File: config.mk
export PLATFORM = sky130hd
export DESIGN_NAME = csu_front
export DESIGN_NICKNAME = d
export VERILOG_FILES = /design/src/hw/rtl/csu_pkg.sv /design/src/hw/rtl/csu_front.sv
export SDC_FILE = /design/constraint.sdc
export NUM_CORES = 2
export LEC_CHECK = 0
export BUFFER_PORTS_ARGS = -buffer_cell sky130_fd_sc_hd__buf_2
export CORE_ASPECT_RATIO = 0.75
export CORE_UTILIZATION = 40
export DETAILED_ROUTE_END_ITERATION = 8
export SLEW_MARGIN = 20
export SYNTH_ARGS = -nofsm -noshare
export SYNTH_HDL_FRONTEND = slang
export SYNTH_SLANG_ARGS = --single-unit
export TNS_END_PERCENT = 5
File: constraint.sdc
create_clock -name clk_i -period 5.1 [get_ports clk_i]
set_clock_uncertainty 0.1 [all_clocks]
set_input_delay 1.02 -clock clk_i [delete_from_list [all_inputs] [get_ports clk_i]]
set_output_delay 1.02 -clock clk_i [all_outputs]
set_load 0.01 [all_outputs]
File: src/hw/rtl/csu_pkg.sv
package csu_pkg;

  localparam int unsigned ElemBits   = 16;
  localparam int unsigned AccBits    = 48;
  localparam int unsigned HalfBits   = AccBits / 2;
  localparam int unsigned ProdBits   = 2 * AccBits;
  localparam int unsigned QuotBits   = 31;
  localparam int unsigned RemBits    = ProdBits + QuotBits - 1;
  localparam int unsigned RootBits   = QuotBits - 1;
  localparam int unsigned SimBits    = 16;
  localparam int unsigned StepBits   = 5;
  localparam int unsigned MulSteps   = 8;
  localparam int unsigned DivSteps   = QuotBits;
  localparam int unsigned RootSteps  = RootBits / 2;
  localparam int unsigned QueueDepth = 2;
  localparam int unsigned QPtrBits   = (QueueDepth > 1) ? $clog2(QueueDepth) : 1;
  localparam int unsigned QCntBits   = $clog2(QueueDepth + 1);

  typedef struct packed {
    logic signed [ElemBits-1:0] elem_a;
    logic signed [ElemBits-1:0] elem_b;
    logic                       last;
  } in_req_t;

  typedef struct packed {
    logic signed [SimBits-1:0] similarity;
    logic                      zero_norm;
  } out_req_t;

  typedef struct packed {
    logic [AccBits-1:0] dot;
    logic [AccBits-1:0] norm_a;
    logic [AccBits-1:0] norm_b;
  } acc_t;

  typedef enum logic [2:0] {
    BackIdle,
    BackMul,
    BackSat,
    BackDiv,
    BackRoot,
    BackDone
  } back_state_e;

endpackage

File: src/hw/rtl/csu_front.sv
module csu_front (
  input  logic             clk_i,
  input  logic             rst_ni,
  input  logic             in_valid_i,
  output logic             in_stall_o,
  input  csu_pkg::in_req_t in_req_i,
  output logic             push_valid_o,
  output csu_pkg::acc_t    push_data_o,
  input  logic             queue_full_i
);
  import csu_pkg::*;

  logic                         p_valid_q;
  logic                         p_last_q;
  logic signed [2*ElemBits-1:0] p_dot_q;
  logic [2*ElemBits-2:0]        p_aa_q;
  logic [2*ElemBits-2:0]        p_bb_q;
  logic signed [2*ElemBits-1:0] mul_ab;
  logic signed [2*ElemBits-1:0] mul_aa;
  logic signed [2*ElemBits-1:0] mul_bb;
  logic [AccBits-1:0]           dot_acc_q;
  logic [AccBits-1:0]           norm_a_acc_q;
  logic [AccBits-1:0]           norm_b_acc_q;
  logic [AccBits-1:0]           dot_sum;
  logic [AccBits-1:0]           norm_a_sum;
  logic [AccBits-1:0]           norm_b_sum;
  logic                         blocked;
  logic                         advance;

  assign mul_ab = $signed(in_req_i.elem_a) * $signed(in_req_i.elem_b);
  assign mul_aa = $signed(in_req_i.elem_a) * $signed(in_req_i.elem_a);
  assign mul_bb = $signed(in_req_i.elem_b) * $signed(in_req_i.elem_b);

  assign dot_sum    = dot_acc_q
                    + {{(AccBits - 2*ElemBits){p_dot_q[2*ElemBits-1]}}, p_dot_q};
  assign norm_a_sum = norm_a_acc_q + {{(AccBits - 2*ElemBits + 1){1'b0}}, p_aa_q};
  assign norm_b_sum = norm_b_acc_q + {{(AccBits - 2*ElemBits + 1){1'b0}}, p_bb_q};

  assign blocked    = p_valid_q & p_last_q & queue_full_i;
  assign advance    = ~blocked;
  assign in_stall_o = blocked;

  assign push_valid_o       = p_valid_q & p_last_q & ~queue_full_i;
  assign push_data_o.dot    = dot_sum;
  assign push_data_o.norm_a = norm_a_sum;
  assign push_data_o.norm_b = norm_b_sum;

  always_ff @(posedge clk_i or negedge rst_ni) begin
    if (!rst_ni) begin
      p_valid_q    <= 1'b0;
      p_last_q     <= 1'b0;
      dot_acc_q    <= '0;
      norm_a_acc_q <= '0;
      norm_b_acc_q <= '0;
    end else if (advance) begin
      p_valid_q <= in_valid_i;
      p_last_q  <= in_valid_i & in_req_i.last;
      if (p_valid_q) begin
        if (p_last_q) begin
          dot_acc_q    <= '0;
          norm_a_acc_q <= '0;
          norm_b_acc_q <= '0;
        end else begin
          dot_acc_q    <= dot_sum;
          norm_a_acc_q <= norm_a_sum;
          norm_b_acc_q <= norm_b_sum;
        end
      end
    end
  end

  always_ff @(posedge clk_i) begin
    if (advance) begin
      p_dot_q <= mul_ab;
      p_aa_q  <= mul_aa[2*ElemBits-2:0];
      p_bb_q  <= mul_bb[2*ElemBits-2:0];
    end
  end

endmodule

==> results.py <==
metrics = {
    "outcome": {
        "outcome": "finished, violations left",
        "failed_checks": "setup timing",
    },
    "synthesis": {
        "synthCells": 4523,
        "netlist_area_um2": 42200,
        "yosysSeqAreaShare": 0.152,
        "syn_area_per_cell_um2": 9.33,
        "synth-seq-cells": 238,
        "synth_flop_cell": "dfrtp_1",
        "yosysWarnings": 0,
        "async_flop_share": 0.613,
        "synth-edff-count": 92,
        "synth_cell_types": 92,
        "synth_nets": 5646,
    },
    "critical_path": {
        "critical_path_required_ns": 5.40,
        "crit_family": "adder cells",
        "crit_path_top_delay_cell": "fa_1",
        "endpoint_kind": "flip-flop",
        "r2r_start": "p_bb_q[22]$_DFFE_PN_",
        "worstRegToRegCells": 11,
        "path_max_fanout": 16,
        "rrSetupSlack_ns": 1.56,
        "critPathBufInv": 9,
        "cpMostUsedCell": "fa_1",
        "crit_type": "primary input to flip-flop",
        "crit_arrival_ns": 6.75,
        "rr_endpoint": "norm_b_acc_q[39]$_DFFE_PN0P_",
        "startpoint_type": "primary input",
        "critical-path-max-stage-delay_ns": 0.50,
    },
    "global_route": {
        "grt_pass1_wl_um": 189000,
        "antenna_found_initial": 2,
        "overflow": 0,
        "grtUsageTotal": 0.221,
        "grt_pass1_vias": 34300,
        "grt_max_degree": 77,
    },
    "floorplanning": {
        "rows": 102,
        "io_pins": 183,
        "die_y_um": 283,
        "initial_core_util": 0.406,
        "coreArea_um2": 104000,
        "die_w_um": 377,
        "die_area_um2": 107000,
    },
    "clock_network": {
        "cts_tree": "yes",
        "clk_pin_slew_ns": 0.06,
        "numClockSinks": 238,
        "clk-insertion-delay-late_ns": 0.59,
        "cts-buffers-inserted": 30,
        "cts-root-buf": "clkbuf_16",
        "hold_buffers": 0,
        "cts.path.max_buffers": 3,
        "htree_levels": 1,
    },
    "cells_and_area": {
        "layout.nets": 6266,
        "layout_common_cells": "inv_1 (939), fa_1 (698), buf_4 (526)",
        "area_growth_pct": 21.9,
        "diodes": 0,
        "finish.utilization": 0.495,
        "stdcell_count": 6571,
        "layout_commonest_cell": "inv_1",
        "drive_gt1_frac": 0.212,
    },
    "sta": {
        "rsz0062_at_grt": "yes",
        "min_period_ns": 6.46,
        "max_freq_mhz": 155,
        "fin_ws_ns": -1.36,
        "hold_violations": 0,
        "finalHoldWorstSlack_ns": 0.371,
        "relSlewSlack": 0.404,
        "maxSlewViolCount": 0,
        "worst_pin_slew_ns": 0.894,
        "setup_viol": 62,
        "finalCritPeriodShare": 1.27,
    },
    "drt": {
        "routed_via_density": 5.02,
        "totalWireLength_um": 116000,
        "first_pass_iters": 5,
        "drtIter0Drc": 2102,
        "drc": 0,
        "ant_nets": 0,
        "wl_per_cell_um": 17.6,
        "vias": 33000,
    },
    "placed_design": {
        "place_ws_ns": -2.30,
        "hpwl_um": 95200,
        "routabilityCongestion": 0.923,
        "dpl.cell_count": 6480,
        "portBuffers": 182,
    },
    "run": {
        "max_cap_viol_count": 0,
    },
    "min_path": {
        "hold_class": "primary input to async pin",
    },
}
==> cells by family after synthesis <==
logic type,Yosys count,share of synthesized area
DFF,238,0.152
AOI/OAI and AO/OA,715,0.120
xor gates and xnor gates,247,0.0516
adders and majority gates,1086,0.450
muxes,8,0.00196
and+or+nand+nor,1085,0.122
buffers and inverters,1144,0.102
==> synth_stat cells, types with 6 or more instances <==
| cell | n | share of area |
|---|---|---|
| inv_1 | 968 | 0.086 |
| fa_1 | 721 | 0.34 |
| nand2_1 | 407 | 0.036 |
| ha_1 | 365 | 0.11 |
| nor2_1 | 232 | 0.021 |
| and2_1 | 183 | 0.027 |
| xnor2_1 | 172 | 0.036 |
| a21oi_1 | 155 | 0.018 |
| dfrtp_1 | 146 | 0.087 |
| clkbuf_1 | 144 | 0.013 |
| a21o_1 | 106 | 0.019 |
| o21ai_0 | 96 | 0.011 |
| a22o_1 | 92 | 0.019 |
| edfxtp_1 | 92 | 0.065 |
| xor2_1 | 74 | 0.015 |
| nand3_1 | 62 | 0.0074 |
| nor3_1 | 45 | 0.0053 |
| and3_1 | 36 | 0.0053 |
| o21a_1 | 29 | 0.0052 |
| a211oi_1 | 25 | 0.0044 |
| nand4_1 | 25 | 0.0037 |
| nand2b_1 | 24 | 0.0036 |
| o21bai_1 | 22 | 0.0039 |
| a31oi_1 | 21 | 0.0031 |
| o211ai_1 | 19 | 0.0034 |
| nor2b_1 | 18 | 0.0027 |
| a31o_2 | 17 | 0.0035 |
| o31ai_1 | 13 | 0.0023 |
| buf_1 | 12 | 0.0011 |
| or2_2 | 12 | 0.0018 |
| buf_2 | 11 | 0.0013 |
| o21ai_1 | 11 | 0.0013 |
| a211o_1 | 9 | 0.0019 |
| o2111ai_1 | 9 | 0.0019 |
| a221o_1 | 7 | 0.0017 |
| a311oi_1 | 6 | 0.0012 |
| a41oi_1 | 6 | 0.0012 |
| and4_1 | 6 | 0.0012 |
| mux2i_1 | 6 | 0.0014 |
| or3_1 | 6 | 0.00089 |
==> layer usage <==
layer  vias up  global-route usage  wire, µm
met3        92              0.0370      7980
met2       858               0.322     48000
li1      15600                   -         -
met1     16400               0.345     57600
met5         -                   0        26
met4         4              0.0368      1870
==> timing repair <==
action,CTS,global route
pin swaps,82,63
resized for setup,230,136
buffers inserted,25,9
gates cloned,2,0
endpoints found under the setup margin,71,91
==> cell type report <==
| type | count | area, µm² |
|---|---|---|
| Timing Repair Buffer | 757 | 5880 |
| Sequential cell | 238 | 6420 |
| Inverter | 975 | 3680 |
| Tap cell | 1404 | 1760 |
| Clock buffer | 32 | 779 |
| Clock inverter | 24 | 324 |
| Fill cell | 9678 | 52500 |
| Multi-Input combinational cell | 3141 | 32600 |
==> through the flow <==
| step | setup TNS [ns] | area (µm²) |
|---|---|---|
| floorplan | -71.26 | 42800 |
| finish | -49.28 | 51400 |
| global placement | -104.81 | 48600 |
| global route | -59.93 | 51400 |
| detailed placement | -107.70 | 48600 |
| CTS | -47.63 | 50800 |
==> sequential cells by signal, summed over array words and instances, names as in the netlist <==
| name | flops |
|---|---|
| norm_a_acc_q | 48 |
| p_dot_q | 32 |
| p_last_q | 1 |
| p_valid_q | 1 |
| norm_b_acc_q | 48 |
| dot_acc_q | 48 |
| p_aa_q | 30 |
| p_bb_q | 30 |
==> worst max path at each step <==
stage                     depth (start not counted)                     to    startpoint
after floorplan                                  23   p_aa_q[30]$_DFFE_PN_  in_req_i[28]
after global placement                           23   p_aa_q[30]$_DFFE_PN_  in_req_i[20]
after detailed placement                         21   p_aa_q[30]$_DFFE_PN_  in_req_i[23]
after CTS                                        25   p_bb_q[30]$_DFFE_PN_  in_req_i[11]
after global routing                             21   p_aa_q[30]$_DFFE_PN_  in_req_i[23]
final                                            26  p_dot_q[29]$_DFFE_PN_   in_req_i[7]
Power is left out: the tool's default activity adds up to more than one toggle a clock period on the data nets, which glitch-free logic cannot reach.
