<file path="config.mk">
export PLATFORM = sky130hd
export DESIGN_NAME = csu_back
export DESIGN_NICKNAME = d
export VERILOG_FILES = /design/src/hw/rtl/csu_pkg.sv /design/src/hw/rtl/csu_back.sv
export SDC_FILE = /design/constraint.sdc
export NUM_CORES = 2
export LEC_CHECK = 0
export ABC_AREA = 0
export BUFFER_PORTS_ARGS = -buffer_cell sky130_fd_sc_hd__buf_4
export CORE_ASPECT_RATIO = 1.1
export CORE_MARGIN = 3
export CORE_UTILIZATION = 56
export DETAILED_ROUTE_END_ITERATION = 7
export PLACE_DENSITY_LB_ADDON = 0.05
export SYNTH_ARGS = -nofsm -noshare
export SYNTH_HDL_FRONTEND = slang
export SYNTH_SLANG_ARGS = --single-unit
export TNS_END_PERCENT = 30
</file>
<file path="constraint.sdc">
create_clock -name clk_i -period 9.65 [get_ports clk_i]
set_clock_uncertainty 0.15 [all_clocks]
set_input_delay 1.93 -clock clk_i [delete_from_list [all_inputs] [get_ports clk_i]]
set_output_delay 1.93 -clock clk_i [all_outputs]
set_load 0.01 [all_outputs]
</file>
<file path="src/hw/rtl/csu_pkg.sv">
package csu_pkg;

  localparam int unsigned ElemBits   = 16;
  localparam int unsigned AccBits    = 48;
  localparam int unsigned HalfBits   = AccBits / 2;
  localparam int unsigned ProdBits   = 2 * AccBits;
  localparam int unsigned QuotBits   = 31;
  localparam int unsigned RemBits    = ProdBits + QuotBits - 1;
  localparam int unsigned RootBits   = QuotBits - 1;
  localparam int unsigned SimBits    = 16;
  localparam int unsigned StepBits   = 5;
  localparam int unsigned MulSteps   = 8;
  localparam int unsigned DivSteps   = QuotBits;
  localparam int unsigned RootSteps  = RootBits / 2;
  localparam int unsigned QueueDepth = 2;
  localparam int unsigned QPtrBits   = (QueueDepth > 1) ? $clog2(QueueDepth) : 1;
  localparam int unsigned QCntBits   = $clog2(QueueDepth + 1);

  typedef struct packed {
    logic signed [ElemBits-1:0] elem_a;
    logic signed [ElemBits-1:0] elem_b;
    logic                       last;
  } in_req_t;

  typedef struct packed {
    logic signed [SimBits-1:0] similarity;
    logic                      zero_norm;
  } out_req_t;

  typedef struct packed {
    logic [AccBits-1:0] dot;
    logic [AccBits-1:0] norm_a;
    logic [AccBits-1:0] norm_b;
  } acc_t;

  typedef enum logic [2:0] {
    BackIdle,
    BackMul,
    BackSat,
    BackDiv,
    BackRoot,
    BackDone
  } back_state_e;

endpackage

</file>
<file path="src/hw/rtl/csu_back.sv">
module csu_back (
  input  logic              clk_i,
  input  logic              rst_ni,
  input  logic              q_valid_i,
  input  csu_pkg::acc_t     q_data_i,
  output logic              pop_o,
  output logic              out_valid_o,
  input  logic              out_stall_i,
  output csu_pkg::out_req_t out_req_o
);
  import csu_pkg::*;

  localparam logic [SimBits-1:0] QmagMax = {1'b1, {(SimBits-1){1'b0}}};
  localparam logic [SimBits-1:0] SimMax  = {1'b0, {(SimBits-1){1'b1}}};

  back_state_e state_q, state_d;
  logic [StepBits-1:0]   step_q;
  logic                  neg_q;
  logic                  zero_q;
  logic [AccBits-1:0]    dmag_q;
  logic [AccBits-1:0]    na_q;
  logic [AccBits-1:0]    nb_q;
  logic [AccBits-1:0]    pp_q;
  logic [2:0]            pp_tag_q;
  logic [ProdBits-1:0]   prod_q;
  logic [ProdBits-1:0]   dsq_q;
  logic [RemBits-1:0]    rem_q;
  logic [RemBits-1:0]    dv_q;
  logic [QuotBits-1:0]   quot_q;
  logic [RootBits-1:0]   sx_q;
  logic [RootBits-1:0]   sres_q;
  logic [RootBits-1:0]   sone_q;
  logic [SimBits-1:0]    qmag_q;
  logic                  out_valid_q;
  out_req_t              out_q;

  logic                  in_zero;
  logic                  in_neg;
  logic [AccBits-1:0]    mul_x;
  logic [AccBits-1:0]    mul_y;
  logic [HalfBits-1:0]   mul_xp;
  logic [HalfBits-1:0]   mul_yp;
  logic [AccBits-1:0]    pp_d;
  logic [ProdBits-1:0]   pp_shifted;
  logic                  sat_cmp;
  logic                  div_ge;
  logic [QuotBits-1:0]   quot_next;
  logic [RootBits-1:0]   root_t;
  logic                  root_ge;
  logic [RootBits-1:0]   sx_nx;
  logic [RootBits-1:0]   sres_nx;
  logic [SimBits-1:0]    sim;
  logic                  out_free;
  logic                  out_load;

  assign in_zero = (q_data_i.norm_a == '0) | (q_data_i.norm_b == '0);
  assign in_neg  = q_data_i.dot[AccBits-1];

  assign mul_x  = step_q[2] ? dmag_q : na_q;
  assign mul_y  = step_q[2] ? dmag_q : nb_q;
  assign mul_xp = step_q[1] ? mul_x[AccBits-1:HalfBits] : mul_x[HalfBits-1:0];
  assign mul_yp = step_q[0] ? mul_y[AccBits-1:HalfBits] : mul_y[HalfBits-1:0];
  assign pp_d   = mul_xp * mul_yp;

  always_comb begin
    case ({1'b0, pp_tag_q[1]} + {1'b0, pp_tag_q[0]})
      2'd0:    pp_shifted = {{AccBits{1'b0}}, pp_q};
      2'd1:    pp_shifted = {{HalfBits{1'b0}}, pp_q, {HalfBits{1'b0}}};
      default: pp_shifted = {pp_q, {AccBits{1'b0}}};
    endcase
  end

  assign sat_cmp   = {1'b0, dsq_q, {(QuotBits-1){1'b0}}} >= {prod_q, {QuotBits{1'b0}}};
  assign div_ge    = rem_q >= dv_q;
  assign quot_next = {quot_q[QuotBits-2:0], div_ge};

  assign root_t  = sres_q + sone_q;
  assign root_ge = sx_q >= root_t;
  assign sx_nx   = root_ge ? sx_q - root_t : sx_q;
  assign sres_nx = root_ge ? (sres_q >> 1) + sone_q : sres_q >> 1;

  always_comb begin
    if (zero_q) begin
      sim = '0;
    end else if (neg_q) begin
      sim = ~qmag_q + 1'b1;
    end else if (qmag_q[SimBits-1]) begin
      sim = SimMax;
    end else begin
      sim = qmag_q;
    end
  end

  assign out_free    = ~out_valid_q | ~out_stall_i;
  assign out_valid_o = out_valid_q;
  assign out_req_o   = out_q;

  always_comb begin
    state_d = state_q;
    unique case (state_q)
      BackIdle: begin
        if (q_valid_i) begin
          state_d = in_zero ? BackDone : BackMul;
        end
      end
      BackMul: begin
        if (step_q == StepBits'(MulSteps)) begin
          state_d = BackSat;
        end
      end
      BackSat: begin
        state_d = sat_cmp ? BackDone : BackDiv;
      end
      BackDiv: begin
        if (step_q == StepBits'(DivSteps - 1)) begin
          state_d = quot_next[QuotBits-1] ? BackDone : BackRoot;
        end
      end
      BackRoot: begin
        if (step_q == StepBits'(RootSteps - 1)) begin
          state_d = BackDone;
        end
      end
      BackDone: begin
        if (out_free) begin
          state_d = BackIdle;
        end
      end
      default: state_d = BackIdle;
    endcase
  end

  always_comb begin
    pop_o    = 1'b0;
    out_load = 1'b0;
    unique case (state_q)
      BackIdle: pop_o    = q_valid_i;
      BackDone: out_load = out_free;
      default: begin
        pop_o    = 1'b0;
        out_load = 1'b0;
      end
    endcase
  end

  always_ff @(posedge clk_i or negedge rst_ni) begin
    if (!rst_ni) begin
      state_q     <= BackIdle;
      step_q      <= '0;
      out_valid_q <= 1'b0;
    end else begin
      state_q <= state_d;
      if (state_d != state_q) begin
        step_q <= '0;
      end else begin
        step_q <= step_q + 1'b1;
      end
      if (out_load) begin
        out_valid_q <= 1'b1;
      end else if (!out_stall_i) begin
        out_valid_q <= 1'b0;
      end
    end
  end

  always_ff @(posedge clk_i) begin
    if (out_load) begin
      out_q.similarity <= sim;
      out_q.zero_norm  <= zero_q;
    end
    case (state_q)
      BackIdle: begin
        if (q_valid_i) begin
          na_q   <= q_data_i.norm_a;
          nb_q   <= q_data_i.norm_b;
          neg_q  <= in_neg;
          dmag_q <= in_neg ? ~q_data_i.dot + 1'b1 : q_data_i.dot;
          zero_q <= in_zero;
          qmag_q <= '0;
          prod_q <= '0;
          dsq_q  <= '0;
        end
      end
      BackMul: begin
        if (!step_q[3]) begin
          pp_q     <= pp_d;
          pp_tag_q <= step_q[2:0];
        end
        if (step_q != '0) begin
          if (pp_tag_q[2]) begin
            dsq_q <= dsq_q + pp_shifted;
          end else begin
            prod_q <= prod_q + pp_shifted;
          end
        end
      end
      BackSat: begin
        rem_q  <= {dsq_q, {(QuotBits-1){1'b0}}};
        dv_q   <= {prod_q, {(QuotBits-1){1'b0}}};
        quot_q <= '0;
        if (sat_cmp) begin
          qmag_q <= QmagMax;
        end
      end
      BackDiv: begin
        if (div_ge) begin
          rem_q <= rem_q - dv_q;
        end
        dv_q   <= dv_q >> 1;
        quot_q <= quot_next;
        if (step_q == StepBits'(DivSteps - 1)) begin
          sx_q   <= quot_next[RootBits-1:0];
          sres_q <= '0;
          sone_q <= RootBits'(1) << (RootBits - 2);
          if (quot_next[QuotBits-1]) begin
            qmag_q <= QmagMax;
          end
        end
      end
      BackRoot: begin
        sx_q   <= sx_nx;
        sres_q <= sres_nx;
        sone_q <= sone_q >> 2;
        if (step_q == StepBits'(RootSteps - 1)) begin
          qmag_q <= {1'b0, sres_nx[SimBits-2:0]};
        end
      end
      default: begin
      end
    endcase
  end

endmodule

</file>
==> results.yml <==
place:
  dpl.cell_count: 10250
  gp_congestion: 1.066
  dp_hpwl_um: 198100
  portBuffers: 166
timing:
  rsz0062_at_grt: "false"
  min_period_ns: 9.343
  relSlewSlack_pct: 17.28
  finalCritPeriodShare_pct: 96.82
  final_max_slew_viol_count: 0
  worst_pin_slew_ns: 1.228
  finalHoldViolCount: 0
  finalSetupViolCount: 0
  fmax_mhz: 107.0
logic_synthesis:
  synth_edf_count: 779
  syn_inst: 8613
  yosys-top-cells-count: "993 x nand2_1, 913 x inv_1, 866 x nor2_1"
  ys_seq_area_share_pct: 30.76
  synth-main-ff-cell: "edfxtp_1"
  synth_area_sq_um: 76790
  ys_seq_elements: 788
  yosys-top-cells-area: "edfxtp_1 30%, fa_1 13%, ha_1 11%"
  post_synth_num_cell_types: 86
  yosys.area.top_type: "edfxtp_1"
  synth.most_common_cell: "nand2_1"
  avgSynthCellArea_sq_um: 8.916
  yosys_warnings: 0
  yosys.area.top_type_share_pct: 30.46
  synth_nets: 9901
  synth-async-reset-ratio_pct: 1.142
flow_run:
  maxCapViolations: 0
clock_network:
  clk_latency_ns: 0.73
  h-tree-depth: 3
  clk_pin_slew_ns: 0.06
  cts.path.max_buffers: 3
  cts.sinks: 788
  cts_tree: "done"
  cts_buffers: 91
  cts_root_buf: "clkbuf_16"
setup_path:
  cp_slowest_cell: "a2111oi_1"
  crit_path_end_kind: "flop"
  start_kind: "flop"
  cp_slowest_stage_delay_ns: 0.62
  timing.rr.start: "step_q[1]$_DFF_PN0_"
  cp-startpoint: "step_q[1]$_DFF_PN0_"
  path_common_cell: "fa_1"
  crit_fanout: 20
  worstPathRequired_ns: 9.95
  crit_arrival_ns: 9.65
  critPathKind: "flop to flop"
routing:
  first_iter_violations: 6471
  viasPerCell: 6.165
  dr.pass1.iters: 6
  wl_per_cell_um: 23.56
  antenna_left: 0
  wl_um: 245600
  post-route-drc-count: 0
  num_vias: 64250
die:
  num_rows: 141
  core-area_sq_um: 135300
  die_y_um: 394.4
  die-width_um: 359.1
  ios: 167
  start_util_pct: 56.75
  dieArea_sq_um: 141600
finish:
  area_growth_pct: 7.788
  nets: 9847
  layout.cells.non_filler: 10420
  drive_gt1_share_pct: 6.498
global_route:
  grt_pass1_vias: 63210
  antenna_found_initial: 4
  grt-ovfl-total: 0
  grtUsageTotal_pct: 33.97
  grt_max_degree: 127
  grt_pass1_wl_um: 371100
worst_hold_path:
  hold_path.class: "flop to flop"
  hold_start: "quot_q[7]$_SDFFCE_PP0P_"
run_status:
  outcome: "finished clean"
## sequential cells by signal (all words and copies together) (netlist names), 48 cells and up
name / cells
na_q: 48
dv_q: 126
prod_q: 96
pp_q: 48
dmag_q: 48
dsq_q: 96
nb_q: 48
rem_q: 126
## cells in the final DEF, fill, tap and decap left out, types with 71 or more instances in the layout
cell type	instances
nand2_1	991
inv_1	911
nor2_1	863
edfxtp_1	779
ha_1	653
a21oi_1	571
o21ai_0	552
fa_1	486
xnor2_1	285
buf_4	275
a21o_1	258
nand4_1	201
xor2_1	154
o21bai_1	116
and2_1	98
nor3_1	95
o21a_1	94
nand3_1	94
clkbuf_16	92
nor4_1	72
a31oi_1	71
## kinds of logic after synthesis
group,share of synthesized area (%)
muxes,1.458
AOI/OAI and AO/OA,16.87
DFF,30.76
and+or+nand+nor,16.05
xor gates and xnor gates,5.007
buffers and inverters,6.537
adders and majority gates,23.33
## critical path: cells and delay by family, from the launching register on
family | cells | cell delay (ns)
multiplexers | 1 | 0.39
adder cells (fa/ha/maj) | 8 | 3.86
AND/OR/NAND/NOR | 4 | 0.71
flip-flops | 1 | 0.49
AO/OA/AOI/OAI | 8 | 2.39
buffers and inverters | 6 | 0.88
XOR/XNOR | 1 | 0.16
## routing by layer
metal | part of all wire [%] | vias to the layer above | GRT usage (%)
met5 | 0 | - | 0
met4 | 6.2 | 0 | 18.17
met3 | 7.6 | 591 | 4.825
met2 | 45 | 2866 | 54.95
met1 | 41 | 30920 | 44.39
li1 | - | 29880 | -
## layout make-up
type | count | area, sq um
Antenna cell | 3 | 7.507
Clock buffer | 98 | 2325
Clock inverter | 69 | 787.0
Fill cell | 11820 | 52540
Inverter | 914 | 3441
Multi-Input combinational cell | 6488 | 48270
Sequential cell | 788 | 23630
Tap cell | 1787 | 2236
Timing Repair Buffer | 276 | 2085
## through the flow
step | worst slack (ns) | setup TNS [ns] | utilization [%] | hold WS, ns | area, sq um
floorplan | -0.2114 | -20.29 | - | 0.2731 | 76800
global placement | 0.3694 | 0 | 58.86 | 0.3728 | 79640
detailed placement | 0.3127 | 0 | 58.86 | 0.3852 | 79640
CTS | 0.2757 | 0 | 61.16 | 0.3989 | 82750
global route | 0.006605 | 0 | 61.16 | 0.4116 | 82760
finish | 0.3065 | 0 | 61.17 | 0.3966 | 82770
## repair_timing
item / CTS / global route
setup endpoints to repair: 0 / 2
hold buffers: 0 / 0
setup buffers: 0 / 0
gates resized for setup: 0 / 5
## path summary, 6_finish.rpt
| path | depth (start not counted) | to | slack (ns) |
|---|---|---|---|
| setup / recovery | 28 | pp_q[44]$_DFFE_PP_ | 0.31 |
| hold / removal | 2 | sx_q[8]$_DFFE_PP_ | 0.40 |
| setup reg to reg | 28 | pp_q[44]$_DFFE_PP_ | 0.31 |
| hold reg to reg | 2 | sx_q[8]$_DFFE_PP_ | 0.40 |
| max in group asynchronous | 1 | step_q[0]$_DFF_PN0_ | 8.26 |
| min in group asynchronous | 1 | state_q[2]$_DFF_PN0_ | 0.89 |
Power is not shown: default switching activity piles up to over one toggle a cycle in this logic, so the estimate is an artifact.
