`src/hw/rtl/csu_pkg.sv`:
```
package csu_pkg;

  localparam int unsigned ElemBits   = 16;
  localparam int unsigned AccBits    = 48;
  localparam int unsigned HalfBits   = AccBits / 2;
  localparam int unsigned ProdBits   = 2 * AccBits;
  localparam int unsigned QuotBits   = 31;
  localparam int unsigned RemBits    = ProdBits + QuotBits - 1;
  localparam int unsigned RootBits   = QuotBits - 1;
  localparam int unsigned SimBits    = 16;
  localparam int unsigned StepBits   = 5;
  localparam int unsigned MulSteps   = 8;
  localparam int unsigned DivSteps   = QuotBits;
  localparam int unsigned RootSteps  = RootBits / 2;
  localparam int unsigned QueueDepth = 2;
  localparam int unsigned QPtrBits   = (QueueDepth > 1) ? $clog2(QueueDepth) : 1;
  localparam int unsigned QCntBits   = $clog2(QueueDepth + 1);

  typedef struct packed {
    logic signed [ElemBits-1:0] elem_a;
    logic signed [ElemBits-1:0] elem_b;
    logic                       last;
  } in_req_t;

  typedef struct packed {
    logic signed [SimBits-1:0] similarity;
    logic                      zero_norm;
  } out_req_t;

  typedef struct packed {
    logic [AccBits-1:0] dot;
    logic [AccBits-1:0] norm_a;
    logic [AccBits-1:0] norm_b;
  } acc_t;

  typedef enum logic [2:0] {
    BackIdle,
    BackMul,
    BackSat,
    BackDiv,
    BackRoot,
    BackDone
  } back_state_e;

endpackage

```
`src/hw/rtl/csu_queue.sv`:
```
module csu_queue (
  input  logic          clk_i,
  input  logic          rst_ni,
  input  logic          push_valid_i,
  input  csu_pkg::acc_t push_data_i,
  output logic          full_o,
  output logic          empty_o,
  input  logic          pop_i,
  output csu_pkg::acc_t pop_data_o
);
  import csu_pkg::*;

  acc_t                mem_q [QueueDepth];
  logic [QPtrBits-1:0] wr_ptr_q;
  logic [QPtrBits-1:0] rd_ptr_q;
  logic [QCntBits-1:0] count_q;
  logic                do_push;
  logic                do_pop;

  assign full_o     = (count_q == QCntBits'(QueueDepth));
  assign empty_o    = (count_q == '0);
  assign do_push    = push_valid_i & ~full_o;
  assign do_pop     = pop_i & ~empty_o;
  assign pop_data_o = mem_q[rd_ptr_q];

  always_ff @(posedge clk_i or negedge rst_ni) begin
    if (!rst_ni) begin
      wr_ptr_q <= '0;
      rd_ptr_q <= '0;
      count_q  <= '0;
    end else begin
      if (do_push) begin
        wr_ptr_q <= (wr_ptr_q == QPtrBits'(QueueDepth - 1)) ? '0 : wr_ptr_q + 1'b1;
      end
      if (do_pop) begin
        rd_ptr_q <= (rd_ptr_q == QPtrBits'(QueueDepth - 1)) ? '0 : rd_ptr_q + 1'b1;
      end
      case ({do_push, do_pop})
        2'b10:   count_q <= count_q + 1'b1;
        2'b01:   count_q <= count_q - 1'b1;
        default: count_q <= count_q;
      endcase
    end
  end

  always_ff @(posedge clk_i) begin
    if (do_push) begin
      mem_q[wr_ptr_q] <= push_data_i;
    end
  end

endmodule

```
`config.mk`:
```
export PLATFORM = sky130hd
export DESIGN_NAME = csu_queue
export DESIGN_NICKNAME = d
export VERILOG_FILES = /design/src/hw/rtl/csu_pkg.sv /design/src/hw/rtl/csu_queue.sv
export SDC_FILE = /design/constraint.sdc
export NUM_CORES = 1
export LEC_CHECK = 0
export CAP_MARGIN = 20
export CELL_PAD_IN_SITES_DETAIL_PLACEMENT = 2
export CELL_PAD_IN_SITES_GLOBAL_PLACEMENT = 2
export CORE_MARGIN = 2
export CORE_UTILIZATION = 50
export CTS_CLUSTER_DIAMETER = 60
export DETAILED_ROUTE_END_ITERATION = 6
export DONT_BUFFER_PORTS = 1
export GPL_TIMING_DRIVEN = 0
export PLACE_DENSITY_LB_ADDON = 0.3
export SLEW_MARGIN = 20
export SYNTH_ARGS = -nofsm -noshare
export SYNTH_HDL_FRONTEND = slang
export SYNTH_SLANG_ARGS = --single-unit
```
`constraint.sdc`:
```
create_clock -name clk_i -period 11.7 [get_ports clk_i]
set_input_delay 2.925 -clock clk_i [delete_from_list [all_inputs] [get_ports clk_i]]
set_output_delay 2.925 -clock clk_i [all_outputs]
set_load 0.02 [all_outputs]
```
==> results of run 1 <==
==> synth_stat cells <==
cell	instances	area, um^2
and3_1	1	6.26
inv_1	1	3.75
mux2_4	50	751
nand2_1	1	3.75
dfrtp_1	4	100
nand2b_1	1	6.26
buf_6	7	78.8
nor2b_1	1	6.26
edfxtp_1	288	8650
nor2_1	3	11.3
xnor2_1	3	26.3
buf_2	9	45.0
ha_1	1	12.5
xor2_1	2	17.5
mux2_2	94	1060
==> where the power goes <==
part           leakage (nW)  total [W]  switching (W)  internal [W]
logic                 0.995    0.00110       0.000710      0.000392
clock network         0.448   0.000894       0.000365      0.000529
registers              2.72    0.00150      0.0000726       0.00143
==> worst max-delay path by stage <==
stage	slack (ns)	to	depth (start not counted)
after floorplan	2.05	mem_q[0][0]$_DFFE_PP_	2
after global placement	-0.86	mem_q[0][97]$_DFFE_PP_	2
after detailed placement	7.08	mem_q[1][96]$_DFFE_PP_	3
after CTS	6.86	pop_data_o[45]	3
after global routing	6.84	pop_data_o[45]	3
final	6.92	pop_data_o[45]	3
==> sequential cells by signal, indices dropped and copies added (netlist names) <==
name / count
rd_ptr_q: 1
wr_ptr_q: 1
count_q: 2
mem_q: 288
==> worst max-delay path, delay by kind of cell, from the launching register on <==
family	cells	cell delay, ns
buf+inv	2	0.50
mux	1	0.47
flops	1	0.35
==> cells by family after synthesis <==
kind of cell | after synthesis
XOR/XNOR | 5
adder cells (fa/ha/maj) | 1
buffers and inverters | 17
flip-flops | 292
multiplexers | 144
AND/OR/NAND/NOR | 7
==> per-layer routing <==
metal / up-vias / global-route usage [%] / share of wire, %
met5: - / 0 / 0
met4: 0 / 6.87 / 3.1
met3: 42 / 9.28 / 11
met2: 227 / 38.4 / 52
met1: 2232 / 23.0 / 34
li1: 1936 / - / -
==> per-stage QoR <==
stage	total power, W	cells	utilization (%)	hold slack (ns)
3_3_place_gp	0.00260	741	52.7	0.476
4_1_cts	0.00355	804	58.2	0.527
6_report	0.00350	805	58.2	0.520
5_1_grt	0.00364	805	58.2	0.548
2_1_floorplan	0.00241	466	-	0.461
3_5_place_dp	0.00264	749	53.8	0.515
==> layout make-up <==
cell class	instances	area, um^2	area share, %
repair buffers	8	205	1.67
diodes	1	2.50	0.0204
flip-flops and latches	292	8750	71.3
clock buffers	44	825	6.72
inverters	1	3.75	0.0306
clock inverters	11	103	0.836
well taps	275	344	2.80
plain buffers	16	124	1.01
multi-input cells	157	1910	15.6
==> results_dict.tcl, run 1 <==
set metrics [dict create \
    num_io_pins 294 \
    worst_slack_ns 6.92 \
    cts_hold_buf 0 \
    slew_violations 0 \
    critPathMaxFanout 10 \
    finalSetupViolations 0 \
    hold_end "count_q[1]$_DFFE_PN0P_" \
    grt-ovfl-total 0 \
    die-area_um2 22700 \
    dp_hpwl_um 17500 \
    fillers 1658 \
    post_dp_cell_area_um2 11300 \
    crit_required_ns 8.78 \
    drt-vias-per-instance 5.51 \
    worst_slew_pin_slew_ns 0.721 \
    cp_slowest_cell "mux2_2" \
    critPathKind "reg -> out" \
    synth_seq_cells 292 \
    cts-buffers-inserted 30 \
    synth.net_count 615 \
    ys_warn_count 0 \
    worstSetupEndpointType "primary output" \
    cp-start-kind "flip-flop" \
    status "completed" \
    synth_top_family_by_area "multiplexers" \
    synthesis.area_um2 10800 \
    syn_avg_cell_area_um2 23.1 \
    p_leak_nw 4.16 \
    period_minus_slack_ns 4.78 \
    clock-sinks 292 \
    startpoint "rd_ptr_q$_DFFE_PN0P_" \
    cp_slowest_stage_delay_ns 0.47 \
    drt-initial-drc-count 274 \
    synth_xor_area_share_pct 0.406 \
    place_congestion 0.690 \
    r2r_start "count_q[0]$_DFFE_PN0P_" \
    chipWidth_um 151 \
    ctsResizeCount 0 \
    setup-tns-final_ns 0 \
    synth_fa_ha_area_share_pct 0.116 \
    vias 4437 \
    power_density_nw_per_um2 285 \
    max_cap_violations 0 \
    post_cts_buffers 0 \
    synth.distinct_cells 15 \
    core-area_um2 21100 \
    layout_common_cells "edfxtp_1 (288), mux2_2 (94), mux2_4 (50)" \
    die_height_um 151 \
    rsz0062_at_grt "no" \
    fin_crit_sh_pct 40.9 \
    area.growth.synth_to_final_pct 13.8 \
    reg2reg_to "mem_q[1][96]$_DFFE_PP_" \
    grt_first_pass_wirelength_um 34700 \
    reg2reg_slack_ns 9.41 \
    wl_per_cell_um 30.8 \
    insertion_delay_ns 0.54 \
    synth_compound_area_share_pct 0 \
    io_buffers 0 \
    grt_pass1_vias 5001 \
    nNetsFinal 655 \
    relSlewSlack_pct 51.9 \
    vdd_drop_max_mv 0.168 \
    place_ws_ns 7.08 \
    clkTransAtPathRegs_ns 0.06 \
    drtPass1Iterations 4 \
    initial_core_util_pct 51.1 \
    clock_skew_ns 0.0116 \
    cts_tree "built" \
    stdcell_area_um2 12300 \
    drive_gt1_share_pct 39.3 \
    cts_buffer_depth 3 \
    ff2ff_path_depth 4 \
    drc 0 \
    muxShareOfSynthArea_pct 16.8 \
    grt_max_degree 54 \
    hold_violations 0 \
    wl_um 24800 \
    holdCritPathClass "reg -> reg" \
    h-tree-depth 1 \
    path_cells "buf_6 > buf_2 > mux2_2" \
    num_rows 53 \
    yosysSeqAreaShare_pct 81.2 \
    min_path_cells 1 \
    hp-start "count_q[1]$_DFFE_PN0P_" \
    netlist_instances 466 \
    critPathArrivalTime_ns 1.86 \
    root_buffer "clkbuf_16" \
    max_freq_ghz 0.209 \
    grt_use_total_pct 21.5 \
    layout_commonest_cell "edfxtp_1" \
    ant_nets 0 \
    antenna_found_initial 1 \
    synth-simple-area-share_pct 0.314 \
]
Note: power is estimated with default switching activity, not from simulation.
==> run 2, diff against run 1 <==
--- a/config.mk
+++ b/config.mk
@@ -5,11 +5,12 @@
 export SDC_FILE = /design/constraint.sdc
 export NUM_CORES = 1
 export LEC_CHECK = 0
+export ABC_AREA = 1
 export CAP_MARGIN = 20
 export CELL_PAD_IN_SITES_DETAIL_PLACEMENT = 2
 export CELL_PAD_IN_SITES_GLOBAL_PLACEMENT = 2
 export CORE_MARGIN = 2
-export CORE_UTILIZATION = 50
+export CORE_UTILIZATION = 37
 export CTS_CLUSTER_DIAMETER = 60
 export DETAILED_ROUTE_END_ITERATION = 6
 export DONT_BUFFER_PORTS = 1
==> constraint.sdc (replaced) <==
create_clock -name clk_i -period 3.89 [get_ports clk_i]
set_input_delay 0.9725 -clock clk_i [delete_from_list [all_inputs] [get_ports clk_i]]
set_output_delay 0.9725 -clock clk_i [all_outputs]
set_load 0.02 [all_outputs]
==> run 2 against run 1 <==
Cell area grew 1.8%. Routed wire length grew 8.5%. Combinational power grew to 3.1 times the previous value. Die area grew 33%. Setup slack lost 6.0 ns. Synthesized cell count grew 68%. Register-to-register slack lost 7.8 ns. Hold slack lost 0.35 ns. Critical path depth grew 2. Critical path type unchanged. Largest cell class unchanged. Highest routed layer unchanged.
==> results_dict.tcl, run 2 <==
set metrics [dict create \
    status "completed" \
    nNetsFinal 980 \
    reg2reg_slack_ns 1.57 \
    r2r_start "count_q[0]$_DFFE_PN0P_" \
    total_power_w 0.0110 \
    critPathCapture "pop_data_o[118]" \
    die_height_um 174 \
    largest_reg_flops 288 \
    cts_tree "built" \
    critPathKind "reg -> out" \
    grt_first_pass_wirelength_um 41200 \
    grt_pass1_vias 6955 \
    synth_edf_count 288 \
    relSlewSlack_pct 54.0 \
    die-area_um2 30200 \
    worst_slack_ns 0.885 \
    synth_area_leaders "edfxtp_1 (81%), nand2_1 (16%), dfrtp_1 (0.94%)" \
    synthTopCellsByCount "nand2_1 (442), edfxtp_1 (288), buf_2 (15)" \
    wl_met3_um 3190 \
    wl_um 26900 \
    cts_buffer_depth 3 \
    critPathMaxFanout 10 \
    vias 5938 \
    cts-buffers-inserted 34 \
    synth_seq_cells 292 \
    initial_core_util_pct 37.3 \
    finalSetupViolations 0 \
    synthFlopType "edfxtp_1" \
    synthArstFlopShare_pct 1.37 \
    drtPass1Iterations 4 \
    area.growth.synth_to_final_pct 17.2 \
    met1_length_um 9290 \
    n_antenna_cell 0 \
    ys_warn_count 0 \
    wl_met2_um 14000 \
    drt-vias-per-instance 4.80 \
    yosysSeqAreaShare_pct 82.1 \
    crit_required_ns 2.92 \
    dp_hpwl_um 19900 \
    hold_violations 0 \
    holdCritPathClass "in -> async" \
    clock_skew_ns 0.0130 \
    clkTransAtPathRegs_ns 0.06 \
    drt-initial-drc-count 319 \
    grt_use_total_pct 17.8 \
    chipWidth_um 174 \
    place_ws_ns 1.13 \
    grt-ovfl-total 0 \
    max_freq_ghz 0.333 \
    max_cap_violations 0 \
    power_density_nw_per_um2 881 \
    top_layer "met4" \
    rsz0062_at_grt "no" \
    fin_crit_sh_pct 77.2 \
    io_buffers 0 \
    synth_top_cell_area_share_pct 81.1 \
    vdd_drop_max_mv 0.445 \
    slew_violations 0 \
    worstSetupEndpointType "primary output" \
    cp-start-kind "flip-flop" \
    grt_max_degree 35 \
    cts_hold_buf 0 \
    synthesis.area_um2 10700 \
    post_dp_cell_area_um2 11400 \
    worst_slew_pin_slew_ns 0.688 \
    largestRegisters "mem_q: 288 flops, count_q: 2 flops" \
    wl_per_cell_um 21.7 \
    layout_commonest_cell "nand2_1" \
    h-tree-depth 2 \
    core-area_um2 28500 \
    clock-sinks 292 \
    root_buffer "clkbuf_16" \
    critPathArrivalTime_ns 2.03 \
    period_minus_slack_ns 3.00 \
    netlist_instances 784 \
    ctsResizeCount 0 \
    ant_nets 0 \
    yosys.area.top_type "edfxtp_1" \
    post_cts_buffers 0 \
    syn_avg_cell_area_um2 13.6 \
    synth.net_count 933 \
    insertion_delay_ns 0.50 \
    regMostFlops "mem_q" \
    antenna_found_initial 0 \
    hold_slack_ns 0.167 \
    startpoint "rd_ptr_q$_DFFE_PN0P_" \
    ff2ff_path_depth 6 \
    layout_common_cells "nand2_1 (442), edfxtp_1 (288), clkbuf_16 (37)" \
    place_congestion 0.719 \
    drc 0 \
    final_util_pct 43.8 \
    stdcell_area_um2 12500 \
    num_io_pins 294 \
    reg2reg_to "mem_q[0][27]$_DFFE_PP_" \
    synth.most_common_cell "nand2_1" \
    drive_gt1_share_pct 9.37 \
    p_leak_nw 4.83 \
    synth.distinct_cells 14 \
    num_rows 62 \
]
run 2: changes by cell type after synthesis, moves of 8 or more:
cell	change
clkbuf_1	+9
inv_1	+8
mux2_2	-94
mux2_4	-50
nand2_1	+441
run 2: layout make-up:
type	instances	area [um^2]
Buffer	31	161
Clock buffer	44	952
Clock inverter	15	148
Fill cell	2828	16100
Inverter	10	41.3
Multi-Input combinational cell	451	1720
Sequential cell	292	8750
Tap cell	384	480
Timing Repair Buffer	11	238
run 2: routing by layer:
metal  GRT usage, %  vias to the layer above
met3           9.14                       36
met2           32.0                      238
met4           4.27                        0
met5              0                        -
li1               -                     2735
met1           18.4                     2929
run 2: how the worst min path moves through the flow:
stage	start	endpoint	slack, ns	cells after the start
final	rst_ni	count_q[1]$_DFFE_PN0P_	0.17	0
after global routing	rst_ni	rd_ptr_q$_DFFE_PN0P_	0.14	0
after CTS	rst_ni	count_q[1]$_DFFE_PN0P_	0.14	0
after detailed placement	wr_ptr_q$_DFFE_PN0P_	wr_ptr_q$_DFFE_PN0P_	0.48	2
after global placement	wr_ptr_q$_DFFE_PN0P_	wr_ptr_q$_DFFE_PN0P_	0.46	2
after floorplan	count_q[1]$_DFFE_PN0P_	count_q[1]$_DFFE_PN0P_	0.44	2
run 2: kinds of logic after synthesis:
family / count (synthesis) / synth area share [%]
xor+xnor: 1 / 0.0822
simple gates: 448 / 15.8
flops: 292 / 82.1
fa+ha+maj: 1 / 0.117
compound gates: 1 / 0.0469
buf+inv: 41 / 1.87
run 2: worst max-delay path, stage by stage (launching register included):
cell and delay (ns):
dfrtp_1 0.39, inv_2 0.24, buf_2 0.32, buf_2 0.27
nand2_1 0.09, nand2_1 0.22
run 2: where the power goes:
group,switching [W],total [W],leakage (nW),internal (W)
Combinational,0.00279,0.00343,1.57,0.000645
Clock,0.00118,0.00310,0.536,0.00192
Sequential,0.000183,0.00447,2.73,0.00429
run 2: metrics by stage:
step / setup TNS (ns) / std cells
finish: 0 / 1238
detailed placement: 0 / 1179
global placement: -264.09 / 1168
floorplan: 0 / 784
global route: 0 / 1238
CTS: 0 / 1238
==> run 3, diff against run 2 <==
--- a/config.mk
+++ b/config.mk
@@ -5,12 +5,12 @@
 export SDC_FILE = /design/constraint.sdc
 export NUM_CORES = 1
 export LEC_CHECK = 0
-export ABC_AREA = 1
+export ABC_AREA = 0
 export CAP_MARGIN = 20
 export CELL_PAD_IN_SITES_DETAIL_PLACEMENT = 2
 export CELL_PAD_IN_SITES_GLOBAL_PLACEMENT = 2
 export CORE_MARGIN = 2
-export CORE_UTILIZATION = 37
+export CORE_UTILIZATION = 42
 export CTS_CLUSTER_DIAMETER = 60
 export DETAILED_ROUTE_END_ITERATION = 6
 export DONT_BUFFER_PORTS = 1
==> constraint.sdc (replaced) <==
create_clock -name clk_i -period 2.7 [get_ports clk_i]
set_input_delay 0.675 -clock clk_i [delete_from_list [all_inputs] [get_ports clk_i]]
set_output_delay 0.675 -clock clk_i [all_outputs]
set_load 0.02 [all_outputs]
==> run 3 against run 2 <==
Count of clock-buffer cells in the layout shrank 8. Clock skew grew 0.0037 ns. Clock power grew 25%. Utilization grew 5.6 points. Cell count shrank 30%. Hold slack gained 0.058 ns. Largest cell class unchanged. Sequential power grew 45%. Flip-flop and latch count is the same. Total power grew 38%. Routed wire length shrank 14%.
==> results_dict.tcl, run 3 (synthesized netlist as in run 1, its figures left out) <==
set metrics [dict create \
    worst_slew_pin_slew_ns 0.645 \
    num_io_pins 294 \
    vdd_drop_max_mv 0.704 \
    power_density_nw_per_um2 1220 \
    critPathMaxFanout 10 \
    grt_first_pass_wirelength_um 33200 \
    grt_pass1_vias 5145 \
    hold_slack_ns 0.225 \
    holdCritPathClass "in -> reg" \
    post_cts_buffers 0 \
    drc 0 \
    grt_max_degree 51 \
    total_power_w 0.0152 \
    die-area_um2 27000 \
    slew_violations 0 \
    place_inst 806 \
    layout_commonest_cell "edfxtp_1" \
    wl_per_cell_um 26.8 \
    status "completed" \
    cts_tree "built" \
    fillers 2140 \
    layout.cells.non_filler 861 \
    drt-initial-drc-count 214 \
    grt_use_total_pct 16.7 \
    final_util_pct 49.3 \
    wl_um 23000 \
    io_buffers 0 \
    rsz0062_at_grt "no" \
    worstSetupEndpointType "primary output" \
    max_cap_violations 0 \
    num_rows 58 \
    antenna_found_initial 0 \
    drive_gt1_share_pct 40.5 \
    cts-buffers-inserted 31 \
    fin_crit_sh_pct 93.3 \
    relSlewSlack_pct 56.9 \
    hold_violations 0 \
    ctsResizeCount 0 \
    vias 4432 \
    dp_hpwl_um 16600 \
    clkTransAtPathRegs_ns 0.06 \
    cts_hold_buf 1 \
    initial_core_util_pct 42.8 \
    nNetsFinal 659 \
    cp-start-kind "flip-flop" \
    root_buffer "clkbuf_16" \
    clock-sinks 292 \
    largestRegisters "mem_q: 288 flops, count_q: 2 flops" \
    die_height_um 164 \
    insertion_delay_ns 0.54 \
    drtPass1Iterations 4 \
    largest_reg_flops 288 \
    crit_required_ns 2.03 \
    max_freq_ghz 0.397 \
    layout_common_cells "edfxtp_1 (288), mux2_2 (94), mux2_4 (50)" \
    period_minus_slack_ns 2.52 \
    grt-ovfl-total 0 \
    place_congestion 0.703 \
    area.growth.synth_to_final_pct 15.3 \
    drt-vias-per-instance 5.15 \
    cts_buffer_depth 3 \
    regMostFlops "mem_q" \
    critPathArrivalTime_ns 1.84 \
    finalSetupViolations 0 \
    critPathKind "reg -> out" \
    clock_skew_ns 0.0167 \
    ant_nets 0 \
    h-tree-depth 1 \
    p_leak_nw 4.21 \
    core-area_um2 25200 \
    chipWidth_um 164 \
    n_antenna_cell 0 \
]
run 3: path summary, 6_finish.rpt:
check                                         end  slack (ns)  cells past startpoint                    from
setup / recovery                  pop_data_o[110]        0.18                      4    rd_ptr_q$_DFFE_PN0P_
hold / removal             mem_q[1][20]$_DFFE_PP_        0.22                      0         push_data_i[20]
setup reg to reg           mem_q[0][56]$_DFFE_PP_        0.45                      6  count_q[0]$_DFFE_PN0P_
hold reg to reg            count_q[1]$_DFFE_PN0P_        0.55                      1  count_q[1]$_DFFE_PN0P_
max in group asynchronous    rd_ptr_q$_DFFE_PN0P_        2.07                      1                  rst_ni
min in group asynchronous  count_q[1]$_DFFE_PN0P_        0.42                      1                  rst_ni
run 3: critical path, stage by stage (launching register included):
cell and delay (ns):
dfrtp_1 0.34, buf_6 0.17, buf_6 0.19, buf_6 0.22, mux2_4 0.38
run 3: per-stage QoR:
step	TNS (ns)	setup slack, ns	instance area [um^2]
final	0	0.180	12400
after global routing	0	0.0817	12400
after CTS	0	0.118	12400
after detailed placement	0	0.398	11500
after global placement	-389.99	-1.63	11200
after floorplan	-114.57	-0.576	10800
run 3: cell type report:
type	count	area [um^2]	area share [%]
Buffer	16	124	0.997
Clock buffer	36	795	6.39
Clock inverter	18	135	1.09
Inverter	1	3.75	0.0302
Multi-Input combinational cell	157	1930	15.5
Sequential cell	292	8750	70.4
Tap cell	330	413	3.32
Timing Repair Buffer	11	278	2.24
run 3: power breakdown:
part	leakage [nW]	internal, W	switching (W)
Sequential	2.72	0.00619	0.000282
Clock	0.463	0.00227	0.00160
Combinational	1.03	0.00177	0.00305
Total	4.21	0.0102	0.00494
run 3: metal layers:
metal | GRT usage, % | vias to the layer above | share of wire, %
li1 | - | 1934 | -
met1 | 17.0 | 2247 | 33
met2 | 30.1 | 225 | 51
met3 | 8.86 | 26 | 14
met4 | 3.95 | 0 | 1.8
met5 | 0 | - | 0
